$ cat src/rtl/core/abkvs_pkg.sv
// ----------------------------------------------------------------------------
// abkvs_pkg
// Shared types and constants of the array binary search tree key/value store.
// ----------------------------------------------------------------------------
package abkvs_pkg;

	// Tree geometry and stored value width
	localparam int NODES       = 64;
	localparam int VALUE_WIDTH = 32;

	// Fixed widths of the channel fields
	localparam int MODE_W    = 2;
	localparam int KEY_W     = 32;
	localparam int DATA_W    = 32;
	localparam int ENTRIES_W = 7;

	// Derived widths
	localparam int IDX_W   = $clog2(NODES);
	localparam int NEXT_W  = IDX_W + 2;
	localparam int COUNT_W = $clog2(NODES + 1);

	typedef enum logic [MODE_W-1:0] {
		MODE_PUT    = 2'd0,
		MODE_FIND   = 2'd1,
		MODE_REMOVE = 2'd2,
		MODE_NOP    = 2'd3
	} mode_t;

	typedef enum logic {
		ST_IDLE = 1'b0,
		ST_WALK = 1'b1
	} state_t;

	// Write port of the node memory
	typedef struct packed {
		logic                    en;
		logic [IDX_W-1:0]        addr;
		logic signed [KEY_W-1:0] key;
		logic [VALUE_WIDTH-1:0]  value;
	} mem_wr_t;

endpackage

$ cat src/rtl/core/abkvs_node_mem.sv
// ----------------------------------------------------------------------------
// abkvs_node_mem
// Key and value storage of the tree nodes: one write port, one registered read.
// ----------------------------------------------------------------------------
module abkvs_node_mem (
	input  logic                              clk,
	input  abkvs_pkg::mem_wr_t                wr,
	input  logic [abkvs_pkg::IDX_W-1:0]       rd_addr,
	output logic signed [abkvs_pkg::KEY_W-1:0] rd_key,
	output logic [abkvs_pkg::VALUE_WIDTH-1:0] rd_value
);
	import abkvs_pkg::*;

	logic signed [KEY_W-1:0] key_mem   [NODES];
	logic [VALUE_WIDTH-1:0]  value_mem [NODES];

	always_ff @(posedge clk) begin
		if (wr.en) begin
			key_mem[wr.addr]   <= wr.key;
			value_mem[wr.addr] <= wr.value;
		end
	end

	always_ff @(posedge clk) begin
		rd_key   <= key_mem[rd_addr];
		rd_value <= value_mem[rd_addr];
	end

endmodule
$ cat config.mk
export PLATFORM = sky130hd
export DESIGN_NAME = abkvs_node_mem
export DESIGN_NICKNAME = d
export VERILOG_FILES = /design/src/rtl/core/abkvs_pkg.sv /design/src/rtl/core/abkvs_node_mem.sv
export SDC_FILE = /design/constraint.sdc
export NUM_CORES = 2
export LEC_CHECK = 0
export BUFFER_PORTS_ARGS = -buffer_cell sky130_fd_sc_hd__buf_2
export CAP_MARGIN = 0
export CORE_MARGIN = 2
export CORE_UTILIZATION = 65
export CTS_BUF_LIST = sky130_fd_sc_hd__clkbuf_8
export DETAILED_ROUTE_END_ITERATION = 16
export GPL_ROUTABILITY_DRIVEN = 0
export PLACE_DENSITY = 0.86
export SLEW_MARGIN = 20
export SYNTH_ARGS = -nofsm -noshare
export SYNTH_HDL_FRONTEND = slang
export SYNTH_SLANG_ARGS = --single-unit
$ cat constraint.sdc
create_clock -name clk -period 7.5 [get_ports clk]
set_input_delay 0.375 -clock clk [delete_from_list [all_inputs] [get_ports clk]]
set_output_delay 0.375 -clock clk [all_outputs]
set_load 0.05 [all_outputs]
==> metrics.txt <==
final setup margin 4.31 ns; Synth Instances 6,505; CTS sink cnt 4,160; max_cap viols 0; layout cells sized above 1 29.0%; WP data required 8.24 ns; CTS tree yes; Final Hold Violating Endpoints 0; initial core utilization 65.5%; WL/cell 44.2 µm; PD cells 264 nW/µm²; Setup WS pre-CTS 3.38 ns; Longest Clk Path Bufs 4; GR Util met2 59.4%; Area Overhead vs Synth 11.1%; Placement Rows 179; largest net degree at the start of global routing 123; number of H-tree levels 6; port bufs 141; die area 244,000 µm²; Leak 54.7 nW; Cell Area, Placed 161,000 µm²; CP arrival 3.93 ns; clk_lat worst skew 1.17 ns; ys async rst share 0%; Final Routed Wirelength 477 mm; vias per cell 7.81; share of the synthesized area in the top cell type 78.9%; Worst slew margin 14.7%; clock skew 0.0756 ns; Post-Route Setup TNS 0 ns; Avg Cell Area, Syn 24.0 µm²; Reg2Reg Depth 4; RSZ-0062 raised after global routing no; CTS root buf clkbuf_8; met3 Use GR 13.0%; post-layout net count 7,235; first-iteration detailed-routing DRC count 17,200; tightest hold margin 0.0909 ns; Antenna Nets Post-Route 0; Synth Net Count 6,583; vias in the first global route 85,200; area leader, netlist edfxtp_1; DPL Wire Length 241 mm; post-CTS setup buffers 0; cell with the most instances after synthesis edfxtp_1; Clk pin slew, worst setup/hold paths 0.07 ns; Core ar. 238,000 µm²; DRT Pass-1 Iters 8; post-route cell area 173,000 µm²; largest cells by area after synthesis edfxtp_1 79%, mux4_2 15%, a22oi_1 1.2%; Die Wd 494 µm; gr busiest metal met2; end point of the critical path value_mem[6][10]$_DFFE_PP_; Syn. warnings 0; Ports 142; GRT Total Usage 39.4%; most frequent cells after synthesis 4,096 x edfxtp_1, 1,024 x mux4_2, 256 x a22oi_1; DR vias 84,400; Hold Path Class in -> reg; post-synth cell types 30; Max Fclk 313 MHz; first-pass GRT wire length 652 mm; ys flop type edfxtp_1; Crit Path Class in -> reg; fin. max-slew vios 0; Seq/Total Area, Yosys 79.7%; period utilization 42.6%; DIE HEIGHT 494 µm; GRT Residual Overflow 0; Worst Setup Start Kind input port; # DRC 0; met1 usage 49.0%; Reg2Reg Setup Slack 5.29 ns; VDD IR-drop max 0.226 mV; Crit. End Element register; area of the mapped netlist 156,000 µm²; R2R Path Start value_mem[3][15]$_DFFE_PP_; Fillers 11,500; Period minus WS final 3.19 ns; worst setup path start wr[66]; initial antenna violation count 20; flops & latches, synth 4,160; Worst Path Max Fanout 45; Final Setup Violations 0; Post-synth EDFFs 4,096; CTS Buf Count 632; worst-margin pin slew 1.28 ns; FF-to-FF End rd_value[15]$_DFF_P_; run status complete, no violations
## power by group
| part | leakage [nW] | switching, W | total [W] | internal [W] |
|---|---|---|---|---|
| registers | 37.4 | 0.000116 | 0.0259 | 0.0257 |
| clock network | 6.58 | 0.00883 | 0.0174 | 0.00861 |
| logic | 10.8 | 0.00165 | 0.00246 | 0.000804 |
| total | 54.7 | 0.0106 | 0.0458 | 0.0352 |
## timing repair
item / CTS / global route
hold buffers: 57 / 8
hold endpoints to repair: 3019 / 512
gates resized for setup: 0 / 0
## flip-flops by register name, indices dropped and copies added (netlist names)
signal,cells
rd_value,32
key_mem,2048
value_mem,2048
rd_key,32
## final cells by class
cell class / count / area [µm²] / area share [%]
Clock inverter: 431 / 2140 / 1.24
Tap cell: 3167 / 3960 / 2.29
Timing Repair Buffer: 395 / 3330 / 1.93
Multi-Input combinational cell: 1967 / 30200 / 17.4
Clock buffer: 667 / 9180 / 5.30
Inverter: 1 / 3.75 / 0.00217
Antenna cell: 15 / 37.5 / 0.0217
Sequential cell: 4160 / 124000 / 71.8
## layout by cell type, fill, tap and decap left out, types with 5 or more instances in the layout
master and n:
bufinv_16 11, clkbuf_8 667, dlygate4sd3_1 65, o22ai_1 102, buf_12 31, nor2_4 67
inv_6 11, buf_4 173, a21oi_1 25, clkinv_1 113, nand2_1 6, clkinv_2 61
inv_1 212, a22oi_1 256, diode_2 15, dfxtp_1 64, clkinvlp_4 18, o221ai_1 64
mux4_2 1024, nand3_1 133, a211oi_1 63, mux2i_1 90, edfxtp_1 4096, buf_2 119
o211a_1 64, nor2_1 43, buf_16 5
## logic make-up (layout without fill, tap and decap cells)
| group | Yosys count | in the layout | share of synthesized area, % |
|---|---|---|---|
| AOI/OAI and AO/OA | 575 | 575 | 2.80 |
| buffers and inverters | 378 | 1494 | 1.24 |
| DFF | 4160 | 4160 | 79.7 |
| muxes | 1114 | 1114 | 15.4 |
| other | 0 | 15 | 0 |
| and+or+nand+nor | 278 | 278 | 0.831 |
## worst max-delay path, stage by stage
cell	delay, ns
buf_2	0.19
nor2b_1	0.30
nand3_1	0.82
nor2_4	1.21
buf_4	0.96
## worst min path at each step
stage	from	end	slack, ns	cells past startpoint
finish	rd_addr[2]	rd_key[3]$_DFF_P_	0.09	4
global route	rd_addr[2]	rd_key[3]$_DFF_P_	0.07	4
CTS	wr[16]	value_mem[51][16]$_DFFE_PP_	0.0008	1
detailed placement	value_mem[54][2]$_DFFE_PP_	rd_value[2]$_DFF_P_	0.83	4
global placement	value_mem[54][1]$_DFFE_PP_	rd_value[1]$_DFF_P_	0.81	4
floorplan	wr[32]	key_mem[0][0]$_DFFE_PP_	0.47	0
## routing by layer
layer	vias up	wire (µm)
met5	-	116
met2	10200	219000
li1	29600	-
met3	2551	81100
met4	16	41800
met1	42000	135000
## per-stage QoR
| step | instances | util (%) | power (W) |
|---|---|---|---|
| 3_3_place_gp | 9615 | 67.6 | 0.0285 |
| 5_1_grt | 10800 | 72.7 | 0.0466 |
| 2_1_floorplan | 6505 | - | 0.0276 |
| 6_report | 10800 | 72.7 | 0.0458 |
| 3_5_place_dp | 9617 | 67.6 | 0.0287 |
| 4_1_cts | 10800 | 72.6 | 0.0456 |
(Power assumes the default switching activity.)
